$ cat src/design/cfr_pkg.sv
`timescale 1ns / 1ps
`default_nettype none
// ----------------------------------------------------------------------------
// cfr_pkg - clock frame replacement shared definitions
// Word types, request codes and the command/status structs of the frame cells.
// ----------------------------------------------------------------------------
package cfr_pkg;

    localparam int REQ_W          = 2;
    localparam int FRAME_W        = 6;   // frame field on the ports
    localparam int PAGE_W         = 36;  // virtual page number, VA bits 47..12
    localparam int POS_W          = 8;   // enough for the largest frame count (256)
    localparam int FRAMES_DEFAULT = 64;

    typedef logic [REQ_W-1:0]   t_req;
    typedef logic [FRAME_W-1:0] t_frame_field;
    typedef logic [PAGE_W-1:0]  t_page;
    typedef logic [POS_W-1:0]   t_pos;

    // request codes
    localparam t_req REQ_TOUCH   = 2'd0;
    localparam t_req REQ_FAULT   = 2'd1;
    localparam t_req REQ_RELEASE = 2'd2;

    typedef struct packed {
        t_req         req_type;
        t_frame_field frame_index;
        t_page        page_number;
    } t_in_word;

    typedef struct packed {
        t_frame_field granted_frame;
        logic         evicted;
        t_page        victim_page;
    } t_out_word;

    // cell command codes
    localparam int CMD_W = 3;
    typedef logic [CMD_W-1:0] t_cmd_op;
    localparam t_cmd_op CMD_NONE       = 3'd0;
    localparam t_cmd_op CMD_TOUCH      = 3'd1;
    localparam t_cmd_op CMD_RELEASE    = 3'd2;
    localparam t_cmd_op CMD_START      = 3'd3;  // drop the scan token at target
    localparam t_cmd_op CMD_SCAN_FREE  = 3'd4;  // token looks for a free frame
    localparam t_cmd_op CMD_SCAN_CLOCK = 3'd5;  // token runs the second-chance sweep
    localparam t_cmd_op CMD_CLAIM      = 3'd6;  // token holder becomes busy

    typedef struct packed {
        t_cmd_op op;
        t_pos    target;
    } t_cell_cmd;

    typedef struct packed {
        logic token;
        logic busy;
        logic hit;
    } t_cell_stat;

endpackage : cfr_pkg
`default_nettype wire

$ cat src/design/cfr_cell.sv
`timescale 1ns / 1ps
`default_nettype none
// ----------------------------------------------------------------------------
// cfr_cell - one physical frame of the replacement ring
// Holds busy and accessed bits plus the scan token; passes the token to the
// next cell when the scan condition says to move on.
// ----------------------------------------------------------------------------
module cfr_cell #(
    parameter int unsigned CELL_INDEX = 0
) (
    input  wire logic               i_clk,
    input  wire logic               i_rst_n,
    input  wire cfr_pkg::t_cell_cmd i_cmd,
    input  wire logic               i_pass,   // token from the left neighbor
    output logic                    o_pass,   // token to the right neighbor
    output cfr_pkg::t_cell_stat     o_stat
);

    logic r_busy, r_accessed, r_token;
    logic n_busy, n_accessed, n_token;
    logic w_sel, w_scan, w_cond;

    assign w_sel  = (i_cmd.target == cfr_pkg::t_pos'(CELL_INDEX));
    assign w_scan = (i_cmd.op == cfr_pkg::CMD_SCAN_FREE) ||
                    (i_cmd.op == cfr_pkg::CMD_SCAN_CLOCK);

    // condition for the token to move on
    always_comb begin
        case (i_cmd.op)
            cfr_pkg::CMD_SCAN_FREE:  w_cond = r_busy;
            cfr_pkg::CMD_SCAN_CLOCK: w_cond = r_busy & r_accessed;
            default:                 w_cond = 1'b0;
        endcase
    end

    assign o_pass       = w_scan & r_token & w_cond;
    assign o_stat.hit   = w_scan & r_token & ~w_cond;
    assign o_stat.token = r_token;
    assign o_stat.busy  = r_busy;

    always_comb begin
        n_busy     = r_busy;
        n_accessed = r_accessed;
        n_token    = r_token;
        case (i_cmd.op)
            cfr_pkg::CMD_TOUCH: begin
                if (w_sel && r_busy) begin
                    n_accessed = 1'b1;
                end
            end
            cfr_pkg::CMD_RELEASE: begin
                if (w_sel) begin
                    n_busy     = 1'b0;
                    n_accessed = 1'b0;
                end
            end
            cfr_pkg::CMD_START: begin
                n_token = w_sel;
            end
            cfr_pkg::CMD_SCAN_FREE: begin
                n_token = i_pass | (r_token & ~w_cond);
            end
            cfr_pkg::CMD_SCAN_CLOCK: begin
                n_token = i_pass | (r_token & ~w_cond);
                if (o_pass) begin
                    n_accessed = 1'b0;  // second chance used up
                end
            end
            cfr_pkg::CMD_CLAIM: begin
                if (r_token) begin
                    n_busy     = 1'b1;
                    n_accessed = 1'b0;
                    n_token    = 1'b0;
                end
            end
            default: begin
            end
        endcase
    end

    always_ff @(posedge i_clk) begin
        if (!i_rst_n) begin
            r_busy     <= 1'b0;
            r_accessed <= 1'b0;
            r_token    <= 1'b0;
        end else begin
            r_busy     <= n_busy;
            r_accessed <= n_accessed;
            r_token    <= n_token;
        end
    end

endmodule : cfr_cell
`default_nettype wire

$ cat src/design/clock_frame_replacement_core.sv
`timescale 1ns / 1ps
`default_nettype none
// ----------------------------------------------------------------------------
// clock_frame_replacement_core - clock (second-chance) frame allocator
// Ring of frame cells with a circulating scan token, plus an owner-page RAM.
// ----------------------------------------------------------------------------
//
//  channel | valid       | stall       | word                     | dir
//  --------+-------------+-------------+--------------------------+-----
//  request | i_in_valid  | o_in_stall  | i_in_word  (t_in_word)   | in
//  result  | o_out_valid | i_out_stall | o_out_word (t_out_word)  | out
//
//  Sequence: a request is taken only in S_IDLE; touch, release and unknown ones
//  then pass S_EXEC and S_DONE, a fault S_EXEC, S_SCAN, S_HIT and S_DONE. The
//  scan stops at the lowest free frame or, with none free, at the first frame
//  from the hand on with a clear accessed bit. The token moves one cell per cycle.
//  Reset (synchronous, active low) frees every frame, clears accessed bits
//  and puts the hand at frame 0; the owner RAM is not cleared.
//  A result word waits in the output register; a stall there holds the
//  block only once the next result is ready.
//
module clock_frame_replacement_core #(
    parameter int FRAMES = cfr_pkg::FRAMES_DEFAULT
) (
    input  wire logic              i_clk,
    input  wire logic              i_rst_n,
    input  wire logic              i_in_valid,
    output logic                   o_in_stall,
    input  wire cfr_pkg::t_in_word i_in_word,
    output logic                   o_out_valid,
    input  wire logic              i_out_stall,
    output cfr_pkg::t_out_word     o_out_word
);

    localparam int PW = $clog2(FRAMES);

    // sequencer states
    localparam logic [2:0] S_IDLE = 3'd0;
    localparam logic [2:0] S_EXEC = 3'd1;  // decode, issue touch/release or start scan
    localparam logic [2:0] S_SCAN = 3'd2;  // token walks the ring
    localparam logic [2:0] S_HIT  = 3'd3;  // claim frame, write owner
    localparam logic [2:0] S_DONE = 3'd4;  // hand result to output register

    logic [2:0]          r_state, n_state;
    cfr_pkg::t_in_word   r_req;
    logic [PW-1:0]       r_pos, n_pos;      // frame under the token
    logic [PW-1:0]       r_hand, n_hand;    // clock hand
    logic                r_clock, n_clock;  // scan is a clock sweep
    cfr_pkg::t_out_word  r_res, n_res;
    logic                r_out_valid, n_out_valid;
    cfr_pkg::t_out_word  r_out_word;
    cfr_pkg::t_page      r_rd_page;

    cfr_pkg::t_page      r_page_mem [FRAMES];

    cfr_pkg::t_cell_cmd  w_cmd;
    cfr_pkg::t_cell_stat w_stat [FRAMES];
    logic [FRAMES-1:0]   w_pass;
    logic [FRAMES-1:0]   w_busy;
    logic [FRAMES-1:0]   w_hit;
    logic [FRAMES-1:0]   w_token;
    logic                w_any_free;
    logic                w_any_hit;
    logic                w_accept;
    logic [PW-1:0]       w_pos_next;

    // ---------------- frame ring ----------------
    for (genvar g = 0; g < FRAMES; g++) begin : g_cell
        cfr_cell #(
            .CELL_INDEX (g)
        ) u_cell (
            .i_clk   (i_clk),
            .i_rst_n (i_rst_n),
            .i_cmd   (w_cmd),
            .i_pass  (w_pass[(g + FRAMES - 1) % FRAMES]),
            .o_pass  (w_pass[g]),
            .o_stat  (w_stat[g])
        );
        assign w_busy[g]  = w_stat[g].busy;
        assign w_hit[g]   = w_stat[g].hit;
        assign w_token[g] = w_stat[g].token;
    end

    assign w_any_free = ~&w_busy;
    assign w_any_hit  = |w_hit;
    assign w_pos_next = (r_pos == PW'(FRAMES - 1)) ? '0 : r_pos + 1'b1;

    assign o_in_stall  = (r_state != S_IDLE);
    assign w_accept    = i_in_valid && !o_in_stall;
    assign o_out_valid = r_out_valid;
    assign o_out_word  = r_out_word;

    // ---------------- cell commands ----------------
    always_comb begin
        w_cmd.op     = cfr_pkg::CMD_NONE;
        w_cmd.target = '0;
        case (r_state)
            S_EXEC: begin
                case (r_req.req_type)
                    cfr_pkg::REQ_TOUCH: begin
                        w_cmd.op     = cfr_pkg::CMD_TOUCH;
                        w_cmd.target = cfr_pkg::t_pos'(r_req.frame_index);
                    end
                    cfr_pkg::REQ_RELEASE: begin
                        w_cmd.op     = cfr_pkg::CMD_RELEASE;
                        w_cmd.target = cfr_pkg::t_pos'(r_req.frame_index);
                    end
                    cfr_pkg::REQ_FAULT: begin
                        // lowest free frame scan starts at 0, else sweep from hand
                        w_cmd.op     = cfr_pkg::CMD_START;
                        w_cmd.target = w_any_free ? '0 : cfr_pkg::t_pos'(r_hand);
                    end
                    default: begin
                    end
                endcase
            end
            S_SCAN: begin
                w_cmd.op = r_clock ? cfr_pkg::CMD_SCAN_CLOCK : cfr_pkg::CMD_SCAN_FREE;
            end
            S_HIT: begin
                w_cmd.op = cfr_pkg::CMD_CLAIM;
            end
            default: begin
            end
        endcase
    end

    // ---------------- sequencer ----------------
    always_comb begin
        n_state     = r_state;
        n_pos       = r_pos;
        n_hand      = r_hand;
        n_clock     = r_clock;
        n_res       = r_res;
        n_out_valid = r_out_valid;
        if (r_out_valid && !i_out_stall) begin
            n_out_valid = 1'b0;
        end
        case (r_state)
            S_IDLE: begin
                if (w_accept) begin
                    n_state = S_EXEC;
                end
            end
            S_EXEC: begin
                n_res = '0;
                if (r_req.req_type == cfr_pkg::REQ_FAULT) begin
                    n_clock = !w_any_free;
                    n_pos   = w_any_free ? '0 : r_hand;
                    n_state = S_SCAN;
                end else begin
                    n_state = S_DONE;
                end
            end
            S_SCAN: begin
                if (w_any_hit) begin
                    n_state = S_HIT;
                end else begin
                    n_pos = w_pos_next;
                end
            end
            S_HIT: begin
                n_res.granted_frame = cfr_pkg::t_frame_field'(r_pos);
                n_res.evicted       = r_clock;
                n_res.victim_page   = r_clock ? r_rd_page : '0;
                if (r_clock) begin
                    n_hand = w_pos_next;  // hand moves past the victim
                end
                n_state = S_DONE;
            end
            S_DONE: begin
                if (!r_out_valid || !i_out_stall) begin
                    n_out_valid = 1'b1;
                    n_state     = S_IDLE;
                end
            end
            default: begin
                n_state = S_IDLE;
            end
        endcase
    end

    always_ff @(posedge i_clk) begin
        if (!i_rst_n) begin
            r_state     <= S_IDLE;
            r_hand      <= '0;
            r_pos       <= '0;
            r_clock     <= 1'b0;
            r_out_valid <= 1'b0;
        end else begin
            r_state     <= n_state;
            r_hand      <= n_hand;
            r_pos       <= n_pos;
            r_clock     <= n_clock;
            r_out_valid <= n_out_valid;
        end
    end

    // payload registers
    always_ff @(posedge i_clk) begin
        if (w_accept) begin
            r_req <= i_in_word;
        end
        r_res <= n_res;
        if (r_state == S_DONE && (!r_out_valid || !i_out_stall)) begin
            r_out_word <= r_res;
        end
    end

    // owner-page RAM: read while scanning, write the new owner on claim
    always_ff @(posedge i_clk) begin
        if (r_state == S_SCAN) begin
            r_rd_page <= r_page_mem[r_pos];
        end
        if (r_state == S_HIT) begin
            r_page_mem[r_pos] <= r_req.page_number;
        end
    end

    // ---------------- assertions ----------------
    a_token_single: assert property (@(posedge i_clk) disable iff (!i_rst_n)
        $onehot0(w_token))
        else $error("more than one scan token in the ring");

    a_token_at_pos: assert property (@(posedge i_clk) disable iff (!i_rst_n)
        (r_state == S_SCAN) |-> w_token[r_pos])
        else $error("scan token and position counter disagree");

    a_claim_busy: assert property (@(posedge i_clk) disable iff (!i_rst_n)
        (r_state == S_HIT) |=> w_busy[$past(r_pos)])
        else $error("granted frame not marked busy");

    a_free_hit: assert property (@(posedge i_clk) disable iff (!i_rst_n)
        (r_state == S_SCAN && !r_clock && w_any_hit) |-> !w_busy[r_pos])
        else $error("free scan stopped on a busy frame");

endmodule : clock_frame_replacement_core
`default_nettype wire

$ cat config.mk
export PLATFORM = sky130hd
export DESIGN_NAME = clock_frame_replacement_core
export DESIGN_NICKNAME = d
export VERILOG_FILES = /design/src/design/cfr_pkg.sv /design/src/design/cfr_cell.sv /design/src/design/clock_frame_replacement_core.sv
export SDC_FILE = /design/constraint.sdc
export NUM_CORES = 2
export LEC_CHECK = 0
export ABC_AREA = 1
export BUFFER_PORTS_ARGS = -buffer_cell sky130_fd_sc_hd__buf_2
export CAP_MARGIN = 20
export CORE_ASPECT_RATIO = 1.2
export CORE_MARGIN = 10
export CORE_UTILIZATION = 45
export CTS_CLUSTER_DIAMETER = 80
export DETAILED_ROUTE_END_ITERATION = 8
export SYNTH_ARGS = -nofsm -noshare
export SYNTH_HDL_FRONTEND = slang
export SYNTH_SLANG_ARGS = --single-unit
$ cat constraint.sdc
create_clock -name i_clk -period 9.3 [get_ports i_clk]
set_input_delay 2.325 -clock i_clk [delete_from_list [all_inputs] [get_ports i_clk]]
set_output_delay 2.325 -clock i_clk [all_outputs]
set_load 0.01 [all_outputs]
==> reports/summary.md <==
The flow ran to the end, and the final reports show no timing, DRC or antenna violations. A synthesized cell averages 13.5 um2. Entering global routing, the biggest net connects 111 pins. Detailed routing inserted a total of 66400 vias.

Buffers inserted during clock tree synthesis total 274. Power spread over the standard cell area amounts to 228 mW/mm2. Synthesis produced 7647 cells. The floorplan die area was 0.249 mm2. In this run the remaining antenna-violating nets after routing total 0.

The HPWL after detailed placement is 173 mm. The tools report the critical path capture point type as a flip-flop. The logs give 0 ns for the sum of negative setup slack and 0 for the total of warnings raised by yosys. Wires add up to 322 mm.

Worst reg-to-reg path cell count: 22. The later-pin clock latency in the skew report was 0.86 ns. From synthesis to final layout, the design area changed by 13.0%. The via density per instance was 6.02. The critical path in this run is classified as flip-flop to flip-flop. Data arrives at the worst endpoint at 6.42 ns. After clock tree synthesis, the clock-pin slew on the worst setup and hold paths is 0.06 ns.

The analysis attributes to cell leakage a power of 0.0380 uW. The share of the synthesized area in the top cell type was 71.8%; the post-route clock period utilization was 61.0%. The run gives 0.172 mV as the worst IR drop on VDD.

The initial antenna violation count was 8. The filler cells instantiated in the layout total 19100. After synthesis, flip-flops and latches occupy 75.8% of the total area. Based on the critical path, the design can be clocked at up to 0.176 GHz. For this run, the post-layout net count is 7837. The count of port buffers added during placement is 92, and the largest fanout of any net on the critical path is 43. STA classifies the critical path startpoint as a flip-flop. For this design, the CTS-stage hold fixing added 0 buffers. The residual DRC count was 0. The clock arrives with 0.0641 ns of skew. In the global route stage, overall resource usage came out at 25.0%. For the max-slew violation count, the log shows 0. Setup violations remaining at the end of the flow were counted as 0. The initial utilization of the core area, before any placement, comes to 45.3%.

No sink is reached through more buffers than the 4 on the longest clock path. The startpoint of the worst-slack reg-to-reg timing path is r_state[2]. Setup repair after global routing left no endpoint under its margin. The async set or reset register ratio after synthesis was 0%; the buffers inserted during post-CTS setup optimization was 0.

The number of H-tree levels was 5; the register-to-register path setup slack was 3.63 ns. For this block, the initial DRC count from the detailed router was 7922. Yosys attributes the largest share of cell area to sky130_fd_sc_hd__edfxtp_1, sky130_fd_sc_hd__nand2_1, sky130_fd_sc_hd__dfxtp_1. Along the worst hold path, the cell count comes to 0. Yosys mapped a number of flops with a built-in enable equal to 2470.

The wire length of the first global-routing pass came out at 461 mm. The worst hold path begins at r_res[28]. The share of final-layout standard cells stronger than drive strength 1 came out at 10.3%. The worst register-to-register path ends at r_pos[4]. Summing every instance area after synthesis gives 0.103 mm2. Subtracting the final worst setup slack from the clock period gives 5.67 ns.

After floorplanning, the core was divided into 192 placement rows. The count of boundary I/O pins was 93. The logs give 0.228 mm2 for the area inside the core boundary and 65100 for the via count of the first global-routing pass. The worst-case hold path end point is o_out_word[28]. The tightest min-delay check is of the flip-flop to flip-flop type. In this run the tightest slew margin relative to its limit is 22.8%. For this run, the leading register cell type out of synthesis is sky130_fd_sc_hd__edfxtp_1. The number of different library cells used by synthesis comes to 48. The tools report the number of nets produced by synthesis as 7705.

Across the run, the number of max-cap violations was 0. Hold violation count in the final report: 0. The synthesized design spends more area on one cell type than any other, namely sky130_fd_sc_hd__edfxtp_1. The die is 457 um wide. The design draws 26600 uW. TritonCTS built the clock tree. The root buffer cell is sky130_fd_sc_hd__clkbuf_16.

Global routing finished with a remaining overflow of 0. For the routability congestion estimate, the log shows 0.913. Height of the chip: 545 um. Once the clock tree was built, the resizer swapped 0 gates to a different size. Average wire per cell in the routed design: 29.2 um. The number of clock sinks came out at 2679. For this run, the detailed router's first-pass iteration total came to 8.

The required time at the endpoint of the critical path is 10.05 ns. Pin slew with the least headroom to its limit: 1.16 ns. Register bit total from synthesis: 2679.
-- layout by cell type, fill, tap and decap left out, types with 242 or more instances in the layout --
| cell type | instances |
|---|---|
| sky130_fd_sc_hd__nand2_1 | 1607 |
| sky130_fd_sc_hd__nor2_1 | 463 |
| sky130_fd_sc_hd__a21oi_1 | 242 |
| sky130_fd_sc_hd__a221oi_1 | 269 |
| sky130_fd_sc_hd__edfxtp_1 | 2470 |
| sky130_fd_sc_hd__inv_1 | 339 |
| sky130_fd_sc_hd__clkbuf_16 | 282 |
| sky130_fd_sc_hd__nand4_1 | 340 |
| sky130_fd_sc_hd__nand3_1 | 288 |
| sky130_fd_sc_hd__a22oi_1 | 346 |
-- kinds of logic (layout without fill, tap and decap cells) --
kind of cell / Yosys count / count (layout) / synth area share [%]
buffers and inverters: 772 / 1113 / 2.94
xor gates and xnor gates: 3 / 3 / 0.0254
and+or+nand+nor: 2912 / 2912 / 12.2
AOI/OAI and AO/OA: 1271 / 1271 / 8.86
DFF: 2679 / 2679 / 75.8
other: 0 / 36 / 0
adders and majority gates: 10 / 10 / 0.121
-- flip-flops by register name (all words and copies together) (netlist names) --
name	flops
r_res	43
r_clock	1
r_hand	6
o_out_valid	1
r_state	3
r_pos	6
g_cell.u_cell.r_accessed	64
o_out_word	43
g_cell.u_cell.r_token	64
r_page_mem	2304
r_req	44
r_rd_page	36
g_cell.u_cell.r_busy	64
-- report_power, final --
group / internal, uW / switching, uW / leakage [uW]
logic: 596 / 1690 / 0.00990
registers: 13500 / 90.1 / 0.0240
clock network: 6170 / 4600 / 0.00419
total: 20200 / 6380 / 0.0380
-- layer usage --
layer  wire length [um]  track usage, %
met1             123000            31.6
met2             157000            42.9
met3              25200            3.51
met4              16200            11.3
met5                  0               0
-- through the flow --
| step | util, % | std cells | cell area [um2] | hold slack, ns | worst slack (ns) |
|---|---|---|---|---|---|
| 6_report | 51.2 | 11000 | 117000 | 0.410 | 3.63 |
| 2_1_floorplan | - | 7647 | 103000 | 0.400 | 3.96 |
| 4_1_cts | 51.1 | 11000 | 117000 | 0.412 | 3.66 |
| 3_3_place_gp | 47.3 | 10500 | 108000 | 0.404 | 3.67 |
| 5_1_grt | 51.2 | 11000 | 117000 | 0.417 | 3.29 |
| 3_5_place_dp | 47.3 | 10500 | 108000 | 0.405 | 3.71 |
-- worst max-delay path by stage --
stage / from / end / cells past startpoint
after global placement: r_state[2] / r_pos[4] / 22
after global routing: r_state[2] / r_pos[4] / 22
final: r_state[2] / r_pos[4] / 22
after floorplan: r_state[2] / r_pos[4] / 22
after CTS: r_state[2] / r_pos[4] / 22
after detailed placement: r_state[2] / r_pos[4] / 22
-- cell type report --
| type | instances | area (um2) | share of cell area, % |
|---|---|---|---|
| sequential | 2679 | 78400 | 67.1 |
| multi-input combinational | 4196 | 22600 | 19.4 |
| clock buffer | 368 | 7430 | 6.36 |
| tap | 3007 | 3760 | 3.22 |
| timing repair buffer | 272 | 1980 | 1.70 |
| inverter | 356 | 1380 | 1.18 |
| clock inverter | 117 | 1180 | 1.01 |
| antenna | 36 | 90.1 | 0.0771 |
-- synthesized netlist by cell type (8+ instances only) --
cell and number:
sky130_fd_sc_hd__a21oi_2 13, sky130_fd_sc_hd__buf_2 61, sky130_fd_sc_hd__nand3_1 288, sky130_fd_sc_hd__a31oi_1 14
sky130_fd_sc_hd__o21a_1 8, sky130_fd_sc_hd__nand4_1 340, sky130_fd_sc_hd__dfxtp_1 209, sky130_fd_sc_hd__edfxtp_1 2470
sky130_fd_sc_hd__nand2_2 8, sky130_fd_sc_hd__or2_2 25, sky130_fd_sc_hd__clkbuf_1 264, sky130_fd_sc_hd__nor2_1 540
sky130_fd_sc_hd__ha_1 10, sky130_fd_sc_hd__inv_1 343, sky130_fd_sc_hd__nand3b_1 32, sky130_fd_sc_hd__nor3_1 30
sky130_fd_sc_hd__o21ai_0 156, sky130_fd_sc_hd__buf_4 11, sky130_fd_sc_hd__a21oi_1 242, sky130_fd_sc_hd__nand2_1 1609
sky130_fd_sc_hd__buf_1 76, sky130_fd_sc_hd__a22oi_1 346, sky130_fd_sc_hd__nand3_2 10, sky130_fd_sc_hd__a22o_1 198
sky130_fd_sc_hd__nor2_4 16, sky130_fd_sc_hd__a221oi_1 269
-- critical path, cell delays in order (launching register included) --
cell	delay, ns
sky130_fd_sc_hd__dfxtp_1	0.36
sky130_fd_sc_hd__nor2_1	0.16
sky130_fd_sc_hd__inv_1	0.10
sky130_fd_sc_hd__nor2_4	0.08
sky130_fd_sc_hd__buf_4	0.65
sky130_fd_sc_hd__clkinv_1	0.51
sky130_fd_sc_hd__o22ai_1	0.40
sky130_fd_sc_hd__inv_1	0.16
sky130_fd_sc_hd__ha_1	0.22
sky130_fd_sc_hd__inv_1	0.09
sky130_fd_sc_hd__nor2_4	0.06
sky130_fd_sc_hd__nor2_4	0.57
sky130_fd_sc_hd__buf_4	0.50
sky130_fd_sc_hd__nor2_1	0.12
sky130_fd_sc_hd__nand2_1	0.11
sky130_fd_sc_hd__nand4_1	0.11
sky130_fd_sc_hd__nand3b_1	0.18
sky130_fd_sc_hd__nor2_1	0.22
sky130_fd_sc_hd__nand3b_1	0.29
sky130_fd_sc_hd__o21ai_4	0.34
sky130_fd_sc_hd__o21ai_0	0.18
sky130_fd_sc_hd__nand2_1	0.09
sky130_fd_sc_hd__nor2_1	0.04
No activity file was read; power rests on OpenSTA's default activity.
